[src/design/u8v_pkg.sv]
// Shared types and constants for the UTF-8 stream validator.
`timescale 1ns / 1ps

package u8v_pkg;

    localparam int ByteW   = 8;
    localparam int CpW     = 21;
    localparam int CountW  = 2;
    localparam int TdataW  = 8;
    localparam int ApbAddrW = 3;
    localparam int ApbDataW = 32;

    // Register byte addresses, word index held in paddr[2]
    localparam logic [ApbAddrW-1:0] RegPermitControls = 3'h0;

    localparam logic [CpW-1:0] CpMin2     = 21'h000080;
    localparam logic [CpW-1:0] CpMin3     = 21'h000800;
    localparam logic [CpW-1:0] CpMin4     = 21'h010000;
    localparam logic [CpW-1:0] CpMax      = 21'h10ffff;
    localparam logic [CpW-1:0] SurrLow    = 21'h00d800;
    localparam logic [CpW-1:0] SurrHigh   = 21'h00dfff;
    localparam logic [CpW-1:0] C1Low      = 21'h000080;
    localparam logic [CpW-1:0] C1High     = 21'h00009f;

    localparam logic [ByteW-1:0] AsciiTop  = 8'h80;
    localparam logic [ByteW-1:0] CtrlTop   = 8'h20;
    localparam logic [ByteW-1:0] DelByte   = 8'h7f;
    localparam logic [ByteW-1:0] Lead2Low  = 8'hc2;
    localparam logic [ByteW-1:0] Lead2High = 8'hdf;
    localparam logic [ByteW-1:0] Lead3Low  = 8'he0;
    localparam logic [ByteW-1:0] Lead3High = 8'hef;
    localparam logic [ByteW-1:0] Lead4Low  = 8'hf0;
    localparam logic [ByteW-1:0] Lead4High = 8'hf4;

    // Per-string decoder state
    typedef struct packed {
        logic [CountW-1:0] pending;
        logic [CountW-1:0] seq_len;
        logic [CpW-1:0]    acc;
        logic              error;
    } state_t;

    localparam state_t StateClear = '{pending: '0, seq_len: '0, acc: '0, error: 1'b0};

endpackage

[src/design/utf8_stream_validator.sv]
// Top level of the UTF-8 stream validator.
//
//  channel   | direction | beat contents
//  ----------+-----------+--------------------------------------------------
//  s_axis    | in        | tdata: data_byte; tuser: byte_present; tlast: last
//  m_axis    | out       | tdata[0]: valid_res, bits 7:1 zero; one beat per string
//  apb       | in/out    | word 0 (byte address 0): permit_controls in bit 0
//
// One input beat per cycle unless a closing beat waits on a held verdict; the
// decoder state update is a single combinational step between the input
// register and the state/result registers, which take the tlast beat's verdict.
// Reset clears the pipeline valids, the decoder state and permit_controls.
// A held m_axis beat stalls only beats with tlast; others drain past it.
`timescale 1ns / 1ps

module utf8_stream_validator
(
    input  logic                            clk,
    input  logic                            rst_n,
    input  logic                            s_axis_tvalid,
    output logic                            s_axis_tready,
    input  logic [u8v_pkg::TdataW-1:0]      s_axis_tdata,   // [7:0] data_byte
    input  logic                            s_axis_tuser,   // [0] byte_present
    input  logic                            s_axis_tlast,
    output logic                            m_axis_tvalid,
    input  logic                            m_axis_tready,
    output logic [u8v_pkg::TdataW-1:0]      m_axis_tdata,   // [0] valid_res, [7:1] zero
    input  logic                            psel,
    input  logic                            penable,
    input  logic                            pwrite,
    input  logic [u8v_pkg::ApbAddrW-1:0]    paddr,
    input  logic [u8v_pkg::ApbDataW-1:0]    pwdata,
    output logic [u8v_pkg::ApbDataW-1:0]    prdata,
    output logic                            pready
);

    logic                           in_valid_reg;
    logic                           in_valid_next;
    logic [u8v_pkg::ByteW-1:0]      in_byte_reg;
    logic                           in_present_reg;
    logic                           in_last_reg;
    u8v_pkg::state_t                state_reg;
    u8v_pkg::state_t                state_next;
    u8v_pkg::state_t                step_state;
    logic                           step_verdict;
    logic                           out_valid_reg;
    logic                           out_valid_next;
    logic                           out_res_reg;
    logic                           permit_controls;
    logic                           in_take;
    logic                           step_fire;

    u8v_apb u_apb
    (
        .clk             (clk),
        .rst_n           (rst_n),
        .psel            (psel),
        .penable         (penable),
        .pwrite          (pwrite),
        .paddr           (paddr),
        .pwdata          (pwdata),
        .prdata          (prdata),
        .pready          (pready),
        .permit_controls (permit_controls)
    );

    u8v_step u_step
    (
        .cur             (state_reg),
        .data_byte       (in_byte_reg),
        .byte_present    (in_present_reg),
        .last            (in_last_reg),
        .permit_controls (permit_controls),
        .nxt             (step_state),
        .verdict         (step_verdict)
    );

    // A closing beat needs room in the result register; others always advance
    assign step_fire     = in_valid_reg && (!in_last_reg || !out_valid_reg || m_axis_tready);
    assign s_axis_tready = !in_valid_reg || step_fire;
    assign in_take       = s_axis_tvalid && s_axis_tready;

    always_comb
    begin
        in_valid_next = in_valid_reg;
        if (in_take)
        begin
            in_valid_next = 1'b1;
        end
        else if (step_fire)
        begin
            in_valid_next = 1'b0;
        end

        state_next = step_fire ? step_state : state_reg;

        out_valid_next = out_valid_reg;
        if (step_fire && in_last_reg)
        begin
            out_valid_next = 1'b1;
        end
        else if (m_axis_tready)
        begin
            out_valid_next = 1'b0;
        end
    end

    always_ff @(posedge clk or negedge rst_n)
    begin
        if (!rst_n)
        begin
            in_valid_reg  <= 1'b0;
            state_reg     <= u8v_pkg::StateClear;
            out_valid_reg <= 1'b0;
        end
        else
        begin
            in_valid_reg  <= in_valid_next;
            state_reg     <= state_next;
            out_valid_reg <= out_valid_next;
        end
    end

    always_ff @(posedge clk)
    begin
        if (in_take)
        begin
            in_byte_reg    <= s_axis_tdata;
            in_present_reg <= s_axis_tuser;
            in_last_reg    <= s_axis_tlast;
        end
        if (step_fire && in_last_reg)
        begin
            out_res_reg <= step_verdict;
        end
    end

    assign m_axis_tvalid = out_valid_reg;
    assign m_axis_tdata  = {{(u8v_pkg::TdataW-1){1'b0}}, out_res_reg};

endmodule

[src/design/u8v_step.sv]
// Next-state logic of the decoder for one beat.
`timescale 1ns / 1ps

module u8v_step
(
    input  u8v_pkg::state_t              cur,
    input  logic [u8v_pkg::ByteW-1:0]    data_byte,
    input  logic                         byte_present,
    input  logic                         last,
    input  logic                         permit_controls,
    output u8v_pkg::state_t              nxt,
    output logic                         verdict
);

    u8v_pkg::state_t           upd;
    logic [u8v_pkg::CpW-1:0]   acc_shift;
    logic [u8v_pkg::CountW-1:0] pend_dec;
    logic [u8v_pkg::CpW-1:0]   minimum;
    logic                      cp_bad;
    logic                      c1_bad;

    assign acc_shift = {cur.acc[u8v_pkg::CpW-7:0], data_byte[5:0]};
    assign pend_dec  = cur.pending - 2'd1;

    always_comb
    begin
        case (cur.seq_len)
            2'd1:    minimum = u8v_pkg::CpMin2;
            2'd2:    minimum = u8v_pkg::CpMin3;
            default: minimum = u8v_pkg::CpMin4;
        endcase
    end

    assign cp_bad = (acc_shift < minimum) || (acc_shift > u8v_pkg::CpMax) ||
                    ((acc_shift >= u8v_pkg::SurrLow) && (acc_shift <= u8v_pkg::SurrHigh));
    assign c1_bad = !permit_controls &&
                    (acc_shift >= u8v_pkg::C1Low) && (acc_shift <= u8v_pkg::C1High);

    always_comb
    begin
        upd = cur;
        if (byte_present && !cur.error)
        begin
            if (cur.pending == '0)
            begin
                if (data_byte < u8v_pkg::AsciiTop)
                begin
                    if ((data_byte == '0) || (!permit_controls &&
                        ((data_byte < u8v_pkg::CtrlTop) || (data_byte == u8v_pkg::DelByte))))
                    begin
                        upd.error = 1'b1;
                    end
                end
                else if ((data_byte >= u8v_pkg::Lead2Low) && (data_byte <= u8v_pkg::Lead2High))
                begin
                    upd.pending = 2'd1;
                    upd.seq_len = 2'd1;
                    upd.acc     = {16'd0, data_byte[4:0]};
                end
                else if ((data_byte >= u8v_pkg::Lead3Low) && (data_byte <= u8v_pkg::Lead3High))
                begin
                    upd.pending = 2'd2;
                    upd.seq_len = 2'd2;
                    upd.acc     = {17'd0, data_byte[3:0]};
                end
                else if ((data_byte >= u8v_pkg::Lead4Low) && (data_byte <= u8v_pkg::Lead4High))
                begin
                    upd.pending = 2'd3;
                    upd.seq_len = 2'd3;
                    upd.acc     = {18'd0, data_byte[2:0]};
                end
                else
                begin
                    upd.error = 1'b1;
                end
            end
            else if (data_byte[7:6] != 2'b10)
            begin
                upd.error = 1'b1;
            end
            else
            begin
                upd.acc     = acc_shift;
                upd.pending = pend_dec;
                if (pend_dec == '0)
                begin
                    // character complete: range checks, then drop the code point
                    upd.error   = cp_bad || c1_bad;
                    upd.seq_len = '0;
                    upd.acc     = '0;
                end
            end
        end
    end

    assign verdict = !upd.error && (upd.pending == '0);
    assign nxt     = last ? u8v_pkg::StateClear : upd;

endmodule

[src/design/u8v_apb.sv]
// Configuration register file on the APB port.
`timescale 1ns / 1ps

module u8v_apb
(
    input  logic                            clk,
    input  logic                            rst_n,
    input  logic                            psel,
    input  logic                            penable,
    input  logic                            pwrite,
    input  logic [u8v_pkg::ApbAddrW-1:0]    paddr,
    input  logic [u8v_pkg::ApbDataW-1:0]    pwdata,
    output logic [u8v_pkg::ApbDataW-1:0]    prdata,
    output logic                            pready,
    output logic                            permit_controls
);

    logic permit_controls_reg;
    logic permit_controls_next;
    logic sel_permit;

    // Word decode on paddr[2]; low address bits are ignored
    assign sel_permit = (paddr[2] == u8v_pkg::RegPermitControls[2]);

    always_comb
    begin
        permit_controls_next = permit_controls_reg;
        if (psel && penable && pwrite && sel_permit)
        begin
            permit_controls_next = pwdata[0];
        end
    end

    always_ff @(posedge clk or negedge rst_n)
    begin
        if (!rst_n)
        begin
            permit_controls_reg <= 1'b0;
        end
        else
        begin
            permit_controls_reg <= permit_controls_next;
        end
    end

    assign prdata          = sel_permit ? {31'd0, permit_controls_reg} : '0;
    assign pready          = 1'b1;
    assign permit_controls = permit_controls_reg;

endmodule

[config.mk]
export PLATFORM = sky130hd
export DESIGN_NAME = utf8_stream_validator
export DESIGN_NICKNAME = d
export VERILOG_FILES = /design/src/design/u8v_pkg.sv /design/src/design/utf8_stream_validator.sv /design/src/design/u8v_step.sv /design/src/design/u8v_apb.sv
export SDC_FILE = /design/constraint.sdc
export NUM_CORES = 1
export LEC_CHECK = 0
export BUFFER_PORTS_ARGS = -buffer_cell sky130_fd_sc_hd__buf_2
export CAP_MARGIN = 20
export CORE_MARGIN = 3
export CORE_UTILIZATION = 43
export CTS_CLUSTER_DIAMETER = 80
export DETAILED_ROUTE_END_ITERATION = 16
export PLACE_DENSITY_LB_ADDON = 0.1
export SYNTH_ARGS = -nofsm -noshare
export SYNTH_HDL_FRONTEND = slang
export SYNTH_SLANG_ARGS = --single-unit
[constraint.sdc]
create_clock -name clk -period 1.8 [get_ports clk]
set_input_delay 0.36 -clock clk [delete_from_list [all_inputs] [get_ports clk]]
set_output_delay 0.36 -clock clk [all_outputs]
set_load 0.01 [all_outputs]
==> out/results.ini, run 1 <==
[grt]
track_usage_pct = 16.92
first_global_vias = 1709
grt_first_pass_wirelength_mm = 7.859
overflow = 0
grt_max_degree = 24
antenna_found_initial = 0

[critical_path]
crit_type = flop to flop
startpoint_type = flop
crit_start = state_reg[10]$_DFFE_PN0P_
crit_required_ns = 1.84
cp_top_family = simple AND/OR/NAND/NOR gates
cp_max_fo = 2
cp_data_arrival_time_ns = 2.04
max_stage_delay_ns = 0.41
critPathSlowestCell = dfrtp_1
crit_buf_inv = 1
path_cells = nor4_2 > buf_4 > nand2_1 > a2111oi_4 > nor4_4 > nor3_2 > nor4_1
endpoint_kind = flop
timing.rr.start = state_reg[10]$_DFFE_PN0P_

[timing]
maxSlewHeadroom_pct = 63.19
worst_slack_ns = -0.1933
setup_tns_ns = -2.158
timing.hold.ws_ns = 0.03877
maxSlewViolCount = 0
hold_violations = 0
finalSetupViolations = 19
tightest_slew_ns = 0.5521
skew_ns = 0.01351
grt_setup_unrepaired = yes
timing.fmax_mhz = 501.7
layout_min_cycle_time_ns = 1.993
finalCritPeriodShare_pct = 110.7

[floorplanning]
die_w_um = 76.06
core.rowCount = 24
design.core.area_um2 = 4534
io_pins = 95
die_area_um2 = 5785
initial_core_util_pct = 46.55
fp.dieH_um = 76.06

[clock_tree]
ctsRootBufferMaster = clkbuf_8
h-tree-depth = 2
clock_path_buffers = 2
clock-sinks = 34
cts_tree = done
cts_hold_buffers = 0
clk_pin_slew_worst_paths_ns = 0.08
clk_latency_ns = 0.30
numCtsBuffers = 5

[synthesis]
netlist_area_um2 = 2111
postSynthAreaPerCell_um2 = 9.340
ys_types = 44
yosys-top-cells-area = dfrtp_1 (27%), edfxtp_1 (16%), buf_4 (14%)
async_flop_share_pct = 67.65
ys_seq_elements = 34
synth_largest_area_cell = dfrtp_1
synth_edf_count = 11
synthCells = 226
synth.top_cell.area_share_pct = 27.27
yosysWarnings = 0
ys.flop_type = dfrtp_1
ys_seq_area_share_pct = 42.92
yosysMostFrequentCell = buf_4
yosys-top-cells-count = buf_4 (40), nand2_1 (33), dfrtp_1 (23)

[route]
vias_per_cell = 4.717
wl_per_cell_um = 12.80
drtIter0Drc = 45
drc = 0
ant_nets = 0
vias = 1764
drt_first_pass_iters = 4
wl_mm = 4.789

[power]
leakagePower_nw = 1.397
p_per_area_nw_per_um2 = 750.3
ir_drop_mv = 0.7698

[cells_and_area]
drive_gt1_share_pct = 41.10
fin_util_pct = 65.54
syn2layout_area_growth_pct = 40.78
nNetsFinal = 366
largest_register_ffs = 20
diodes = 0

[min_path]
min-delay-path-class = input port to asynchronous set/reset pin

[place]
place_ws_ns = -0.2173
numPortBuffers = 22
dp_hpwl_mm = 3.479
place_congestion = 0.8899

[run]
cap_violations = 0

[outcome]
status = finished with violations
failed_checks = negative setup slack

[worst reg2reg max path: stages, from the launching register on]
cell and delay [ns]:
dfrtp_1 0.41, nor4_2 0.32, buf_4 0.17, nand2_1 0.08, a2111oi_4 0.40, nor4_4 0.10, nor3_2 0.18, nor4_1 0.08
[cells by family after synthesis]
| family | synth area share (%) |
|---|---|
| other | 0.3558 |
| and+or+nand+nor | 19.03 |
| AOI/OAI and AO/OA | 15.77 |
| adders and majority gates | 3.557 |
| muxes | 0.5335 |
| buffers and inverters | 17.84 |
| DFF | 42.92 |
[placed cells by master (no fill, tap or decap), drive strengths merged, types with 2 or more instances in the layout]
cell,count
a2111oi,3
a21o,3
a21oi,5
a22o,5
a311oi,2
a31oi,2
and3,3
buf,82
clkbuf,8
conb,39
dfrtp,23
edfxtp,11
ha,6
inv,11
nand2,33
nand2b,2
nand3,5
nand3b,2
nand4,3
nand4b,3
nor2,11
nor2b,4
nor3,5
nor4,5
o21ai,18
o31ai,2
[per-stage QoR]
| step | cells | cell area [um^2] | power, W |
|---|---|---|---|
| after CTS | 366 | 2741 | 0.002164 |
| after global placement | 353 | 2507 | 0.001385 |
| final | 374 | 2972 | 0.002230 |
| after global routing | 374 | 2972 | 0.002347 |
| after detailed placement | 353 | 2507 | 0.001390 |
| after floorplan | 263 | 2278 | 0.001240 |
[power breakdown]
group | switching (W) | total (W) | leakage, nW | internal [W]
logic | 0.000322 | 0.000607 | 0.912 | 0.000285
clock network | 0.000306 | 0.000749 | 0.0647 | 0.000443
registers | 0.0000265 | 0.000874 | 0.421 | 0.000847
total | 0.000655 | 0.00223 | 1.40 | 0.00158
[layout make-up]
type | instances | area (um^2)
inverter | 11 | 41.29
clock inverter | 1 | 8.758
multi-input combinational | 173 | 1186
clock buffer | 7 | 118.9
timing repair buffer | 83 | 629.4
fill | 372 | 1563
tap | 65 | 81.33
sequential | 34 | 905.9
[per-layer routing]
| metal | GRT usage (%) | vias to the layer above | wire [um] |
|---|---|---|---|
| met1 | 19.70 | 808 | 1982 |
| li1 | - | 892 | - |
| met2 | 31.12 | 57 | 2478 |
| met3 | 3.664 | 7 | 263 |
| met5 | 0 | - | 0 |
| met4 | 4.891 | 0 | 65 |
[path summary, 6_finish.rpt]
kind | end | cells after the start | slack [ns]
min in group clk | in_byte_reg[6]$_DFFE_PP_ | 1 | 0.24
hold reg to reg | state_reg[14]$_DFFE_PN0P_ | 2 | 0.49
setup reg to reg | out_res_reg$_DFFE_PP_ | 7 | -0.19
hold / removal | state_reg[8]$_DFFE_PN0P_ | 1 | 0.04
max in group asynchronous | state_reg[3]$_DFFE_PN0P_ | 1 | 1.38
setup / recovery | out_res_reg$_DFFE_PP_ | 7 | -0.19
[timing repair]
item,CTS,global route
gates cloned,1,1
gates resized for setup,17,27
pin swaps,9,18
setup buffers,4,7
setup endpoints to repair,19,20
(Power assumes the default switching activity.)
==> run 2: changes to the inputs <==
- ABC_CLOCK_PERIOD_IN_PS: unset -> 1800
- CORE_UTILIZATION: 43 -> 48
- SYNTH_HIERARCHICAL: unset -> 1
==> run 2 against run 1 <==
  * The flow still finishes with violations (negative setup slack)
  * Critical path type unchanged
  * Clock power down 5.3%
  * Cell count grew 18%
  * Critical endpoint unchanged
  * Clock skew shrank 0.0081 ns
  * Synthesized area is 37% higher
  * Largest cell class unchanged
==> out/results.ini, run 2 <==
[outcome]
failed_checks = negative setup slack
status = finished with violations

[critical_path]
endpoint_kind = flop
crit_type = flop to flop
crit_required_ns = 1.84  ; about the same
timing.rr.start = in_byte_reg[4]$_DFFE_PP_
startpoint_type = flop
cp_data_arrival_time_ns = 2.17  ; +0.13 ns
worst_r2r_path_depth = 6  ; -1
cp_max_fo = 3  ; +1
crit_start = in_byte_reg[4]$_DFFE_PP_

[floorplanning]
die_area_um2 = 6986  ; +21%
io_pins = 95  ; unchanged
design.core.area_um2 = 5675  ; +25%
core.rowCount = 27  ; +13%
fp.dieH_um = 83.58  ; +9.9%
initial_core_util_pct = 50.90  ; +4.4 points
die_w_um = 83.58  ; +9.9%

[power]
leakagePower_nw = 1.549  ; +11%
p_per_area_nw_per_um2 = 682.6  ; -9.0%
total_power_w = 0.002391  ; +7.3%
ir_drop_mv = 0.4304  ; -44%

[cells_and_area]
final_common_cell = buf_4
diodes = 0  ; unchanged
fill_cells = 483  ; +30%
nNetsFinal = 427  ; +17%
fin_util_pct = 61.73  ; -3.8 points
largest_register_ffs = 20  ; unchanged
syn2layout_area_growth_pct = 21.26
final_cell_mix = buf_4 (49), conb_1 (39), nand2_1 (25), nand2b_1 (24)
drive_gt1_share_pct = 36.49  ; -4.6 points

[grt]
antenna_found_initial = 0  ; unchanged
first_global_vias = 2265  ; +33%
track_usage_pct = 19.03  ; +2.1 points
grt_max_degree = 42  ; +75%
overflow = 0  ; unchanged
grt_first_pass_wirelength_mm = 10.82  ; +38%

[timing]
layout_min_cycle_time_ns = 2.131  ; +0.1376 ns
timing.fmax_mhz = 469.3  ; -6.5%
finalSetupViolations = 18  ; -1
tightest_slew_ns = 0.6893  ; +0.1372 ns
worst_slack_ns = -0.3309  ; -0.1376 ns
maxSlewViolCount = 0  ; unchanged
finalCritPeriodShare_pct = 118.4  ; +7.6 points
grt_setup_unrepaired = yes
maxSlewHeadroom_pct = 53.62  ; -9.6 points
skew_ns = 0.005416  ; -0.008098 ns
hold_violations = 0  ; unchanged

[place]
place_congestion = 0.8258  ; -7.2%
numPortBuffers = 22  ; unchanged
dp_hpwl_mm = 4.832  ; +39%

[route]
drt_first_pass_iters = 4  ; unchanged
drtIter0Drc = 155  ; +240%
vias_per_cell = 5.611  ; +19%
drc = 0  ; unchanged
ant_nets = 0  ; unchanged
wl_per_cell_um = 16.07  ; +25%
vias = 2480  ; +41%
wl_mm = 7.101  ; +48%

[clock_tree]
clock_path_buffers = 2  ; unchanged
h-tree-depth = 2  ; unchanged
clk_pin_slew_worst_paths_ns = 0.08  ; about the same
clock-sinks = 34  ; unchanged
clk_latency_ns = 0.29  ; about the same
cts_tree = done
ctsRootBufferMaster = clkbuf_8
numCtsBuffers = 5  ; unchanged

[run]
cap_violations = 0  ; unchanged

[synthesis]
yosysWarnings = 6  ; +6
postSynthAreaPerCell_um2 = 9.201  ; -1.5%
netlist_area_um2 = 2889  ; +37%
synthCells = 314  ; +39%

[min_path]
min-delay-path-class = input port to asynchronous set/reset pin

[run 2: changes by cell type in the layout (fill, tap and decap cells not counted), sizes merged, moves of 3 or more]
cell and delta:
nand2b +22, nand4b +20, o211ai +20, o21ai -11
nand2 -7, a22o +6, a21oi +4, buf -4
o21a +4, a2111oi -3, a21o -3, nor3 +3
[run 2: metrics by stage]
stage	std cells	setup TNS (ns)	hold WS [ns]	instance area (um^2)	setup slack, ns
2_1_floorplan	350	-2.179	0.06441	3035	-0.1870
3_3_place_gp	429	-3.710	0.3831	3164	-0.2761
3_5_place_dp	429	-3.926	0.3767	3164	-0.2786
4_1_cts	438	-4.280	0.06360	3334	-0.2808
5_1_grt	442	-6.537	0.08874	3503	-0.4186
6_report	442	-4.246	0.04377	3503	-0.3309
[run 2: worst paths after layout]
check	to	slack, ns
max	out_res_reg$_DFFE_PP_	-0.33
min	state_reg[25]$_DFFE_PN0P_	0.04
max reg2reg	out_res_reg$_DFFE_PP_	-0.33
min reg2reg	m_axis_tvalid$_DFFE_PN0P_	0.55
max in group asynchronous	m_axis_tvalid$_DFFE_PN0P_	1.39
min in group clk	in_present_reg$_DFFE_PP_	0.24
[run 2: layout make-up]
cell class / instances / area (um^2) / share of cell area [%]
clock buffers: 6 / 72.57 / 2.071
clock inverters: 2 / 37.54 / 1.071
repair buffers: 78 / 574.3 / 16.39
well taps: 72 / 90.09 / 2.571
inverters: 10 / 37.54 / 1.071
multi-input cells: 240 / 1785 / 50.96
flip-flops and latches: 34 / 905.9 / 25.86
[run 2: critical path, cell delays in order (launching register included)]
cell	delay, ns
edfxtp_1	0.38
or4_4	0.57
o32ai_4	0.17
buf_6	0.15
nor2_4	0.03
or3_4	0.37
o21a_1	0.21
[run 2: per-layer routing]
layer / routed length (um) / global-route usage, % / up-vias
met2: 3440 / 30.95 / 96
met3: 502 / 3.653 / 10
met4: 99 / 5.263 / 0
met5: 0 / 0 / -
li1: - / - / 1170
met1: 3057 / 25.80 / 1204
[run 2: power breakdown]
group | switching [W] | internal (W) | total, W
Combinational | 0.000415 | 0.000363 | 0.000778
Sequential | 0.0000491 | 0.000856 | 0.000905
Clock | 0.000296 | 0.000413 | 0.000709
[run 2: what timing repair did]
item                                    4_1_cts  5_1_grt
pin swaps                                    13       23
hold buffers                                  0        0
setup buffers                                 1        3
cloned                                        0        1
resized for setup                            10       33
endpoints found under the setup margin       20       21
==> run 3: changes to the inputs <==
- CORE_MARGIN: 3 -> 2
==> run 3 against run 2 <==
  * The flow still finishes with violations (negative setup slack)
  * First-iteration DRC count shrank 12%
  * Setup slack improved by 0.085 ns
  * Critical path depth rose by 2
  * Critical path type unchanged
  * Sequential power hardly changed
  * Combinational power shrank 6.2%
  * Clock power grew 2%
  * Clock skew grew 0.00063 ns
  * Critical endpoint is now state_reg[10]$_DFFE_PN0P_
  * Via count is 0.97% lower
  * Sequential share of layout area increased by 0.19 points
  * Design area shrank 0.71%
  * Largest cell class unchanged
  * Fmax grew 4.2%
  * Highest routed layer unchanged
  * Global-route usage up 2.7 points
==> out/results.ini, run 3 (synthesis gave the netlist of run 2 again) <==
[outcome]
status = finished with violations
failed_checks = negative setup slack

[critical_path]
r2r_end = state_reg[10]$_DFFE_PN0P_
crit_path_end = state_reg[10]$_DFFE_PN0P_
endpoint_kind = flop
cp_top_family = compound AO/OA/AOI/OAI gates
cp_data_arrival_time_ns = 2.26  ; +0.09 ns
critical_path_depth = 8  ; +2
crit_start = in_byte_reg[1]$_DFFE_PP_
path_cells = or4_4 > o32ai_4 > o21ai_2 > a21oi_2 > buf_6 > a22o_1 > nand2_1 > o211ai_2
max_stage_delay_ns = 0.57  ; about the same
critPathSlowestCell = or4_4
worst_r2r_path_depth = 8  ; +2
crit_type = flop to flop
timing.rr.start = in_byte_reg[1]$_DFFE_PP_
cp_max_fo = 7  ; +4
crit_required_ns = 2.01  ; +0.17 ns
regToRegSetupSlack_ns = -0.25  ; +0.09 ns
crit_buf_inv = 1  ; unchanged
startpoint_type = flop

[cells_and_area]
nNetsFinal = 426  ; -0.23%
diodes = 0  ; unchanged
largest_register_ffs = 20  ; unchanged
final_common_cell = buf_4
syn2layout_area_growth_pct = 20.40
drive_gt1_share_pct = 36.59  ; +0.099 points
fin_util_pct = 59.10  ; -2.6 points
final_cell_mix = buf_4 (51), conb_1 (39), nand2_1 (24), nand2b_1 (24)
design_area_um2 = 3478  ; -0.71%
multi_input_area_um2 = 1784  ; about the same
ff_latch_area_um2 = 905.9  ; unchanged
fill_cells = 510  ; +5.6%

[clock_tree]
h-tree-depth = 2  ; unchanged
clk_pin_slew_worst_paths_ns = 0.08  ; about the same
clock_path_buffers = 2  ; unchanged
cts_hold_buffers = 0  ; unchanged
numCtsBuffers = 5  ; unchanged
ctsRootBufferMaster = clkbuf_8
clk_latency_ns = 0.29  ; about the same
cts_tree = done
clock-sinks = 34  ; unchanged

[grt]
grt_first_pass_wirelength_mm = 10.87  ; +0.51%
overflow = 0  ; unchanged
first_global_vias = 2188  ; -3.4%
track_usage_pct = 21.76  ; +2.7 points
grt_max_degree = 42  ; unchanged
antenna_found_initial = 0  ; unchanged

[floorplanning]
design.core.area_um2 = 5886  ; +3.7%
io_pins = 95  ; unchanged
initial_core_util_pct = 49.09  ; -1.8 points
core.rowCount = 28  ; +3.7%
fp.dieH_um = 81.58  ; -2.4%
die_area_um2 = 6655  ; -4.7%
die_w_um = 81.58  ; -2.4%

[route]
drtIter0Drc = 137  ; -12%
vias_per_cell = 5.532  ; -1.4%
drt_first_pass_iters = 4  ; unchanged
drc = 0  ; unchanged
wl_per_cell_um = 15.53  ; -3.4%
wl_mm = 6.894  ; -2.9%
ant_nets = 0  ; unchanged
vias = 2456  ; -0.97%

[power]
switching_share_pct = 32.04  ; +0.27 points
leakagePower_nw = 1.534  ; -0.96%
total_power_w = 0.002357  ; -1.4%
p_clk_share_pct = 30.6  ; +1.0 points
power_switching_w = 0.0007552  ; -0.58%
p_per_area_nw_per_um2 = 677.7  ; -0.72%
cellInternalPower_w = 0.001602  ; -1.8%
combPwrFrac_pct = 31.0  ; -1.5 points
ir_drop_mv = 0.4504  ; +4.6%
seq_power_share_pct = 38.5  ; +0.7 points

[timing]
skew_ns = 0.006048  ; +0.0006319 ns
worst_slack_ns = -0.2459  ; +0.08501 ns
setup_tns_ns = -3.672  ; +0.5741 ns
grt_setup_unrepaired = yes
maxSlewHeadroom_pct = 62.15  ; +8.5 points
finalCritPeriodShare_pct = 113.7  ; -4.7 points
layout_min_cycle_time_ns = 2.046  ; -0.08501 ns
timing.fmax_mhz = 488.8  ; +4.2%
finalSetupViolations = 17  ; -1
tightest_slew_ns = 0.5678  ; -0.1215 ns
hold_violations = 0  ; unchanged
maxSlewViolCount = 0  ; unchanged

[run]
cap_violations = 0  ; unchanged

[min_path]
min-delay-path-class = input port to asynchronous set/reset pin

[place]
dp_hpwl_mm = 4.734  ; -2.0%
place_congestion = 0.8789  ; +6.4%
numPortBuffers = 22  ; unchanged
dpl_cell_area_um2 = 3168  ; +0.12%

==> run 3: changes by cell type in the layout (fill, tap and decap cells not counted), moves of 2 or more <==
cell and delta:
a21oi_1 +2, a21oi_2 -2, buf_4 +2, buf_6 -2
nand2_2 +2
==> run 3: worst min-delay path by stage <==
stage	cells after the start	end	slack, ns	from
final	1	state_reg[12]$_DFFE_PN0P_	0.06	rst_n
after detailed placement	1	state_reg[23]$_DFFE_PN0P_	0.39	rst_n
after CTS	1	state_reg[24]$_DFFE_PN0P_	0.08	rst_n
after floorplan	0	in_valid_reg$_DFFE_PN0P_	0.06	rst_n
after global routing	1	state_reg[22]$_DFFE_PN0P_	0.1	rst_n
after global placement	1	state_reg[11]$_DFFE_PN0P_	0.38	rst_n
==> run 3: area by class of cell <==
| cell class | count | share of cell area [%] |
|---|---|---|
| clock buffer | 6 | 2.086 |
| clock inverter | 2 | 1.079 |
| inverter | 10 | 1.079 |
| multi-input combinational | 240 | 51.29 |
| sequential | 34 | 26.04 |
| tap | 75 | 2.698 |
| timing repair buffer | 77 | 15.72 |
==> run 3: timing repair <==
action | in CTS | in global routing
setup buffers | 2 | 2
setup endpoints to repair | 21 | 22
cloned | 0 | 1
pin swaps | 11 | 19
resized for setup | 13 | 27
==> run 3: power by group through the flow <==
stage / Sequential (W) / Clock, W / Combinational (W)
2_1_floorplan: 0.000918 / 0 / 0.000468
3_3_place_gp: 0.000921 / 0 / 0.000626
3_5_place_dp: 0.000923 / 0 / 0.000627
4_1_cts: 0.000907 / 0.000736 / 0.000665
5_1_grt: 0.000914 / 0.000761 / 0.000798
6_report: 0.000906 / 0.000721 / 0.000730
==> run 3: per-layer routing <==
layer	track usage, %	vias to the layer above	share of wire, %
li1	-	1174	-
met1	29.73	1195	45
met2	34.84	78	49
met3	3.846	9	4.5
met4	7.500	0	1.8
met5	0	-	0
==> run 3: metrics by stage <==
stage	instances	hold slack [ns]	setup slack, ns
after floorplan	350	0.06441	-0.1870
after global placement	432	0.3850	-0.2707
after detailed placement	432	0.3862	-0.2836
after CTS	442	0.08021	-0.2678
after global routing	444	0.09906	-0.3414
final	444	0.05725	-0.2459
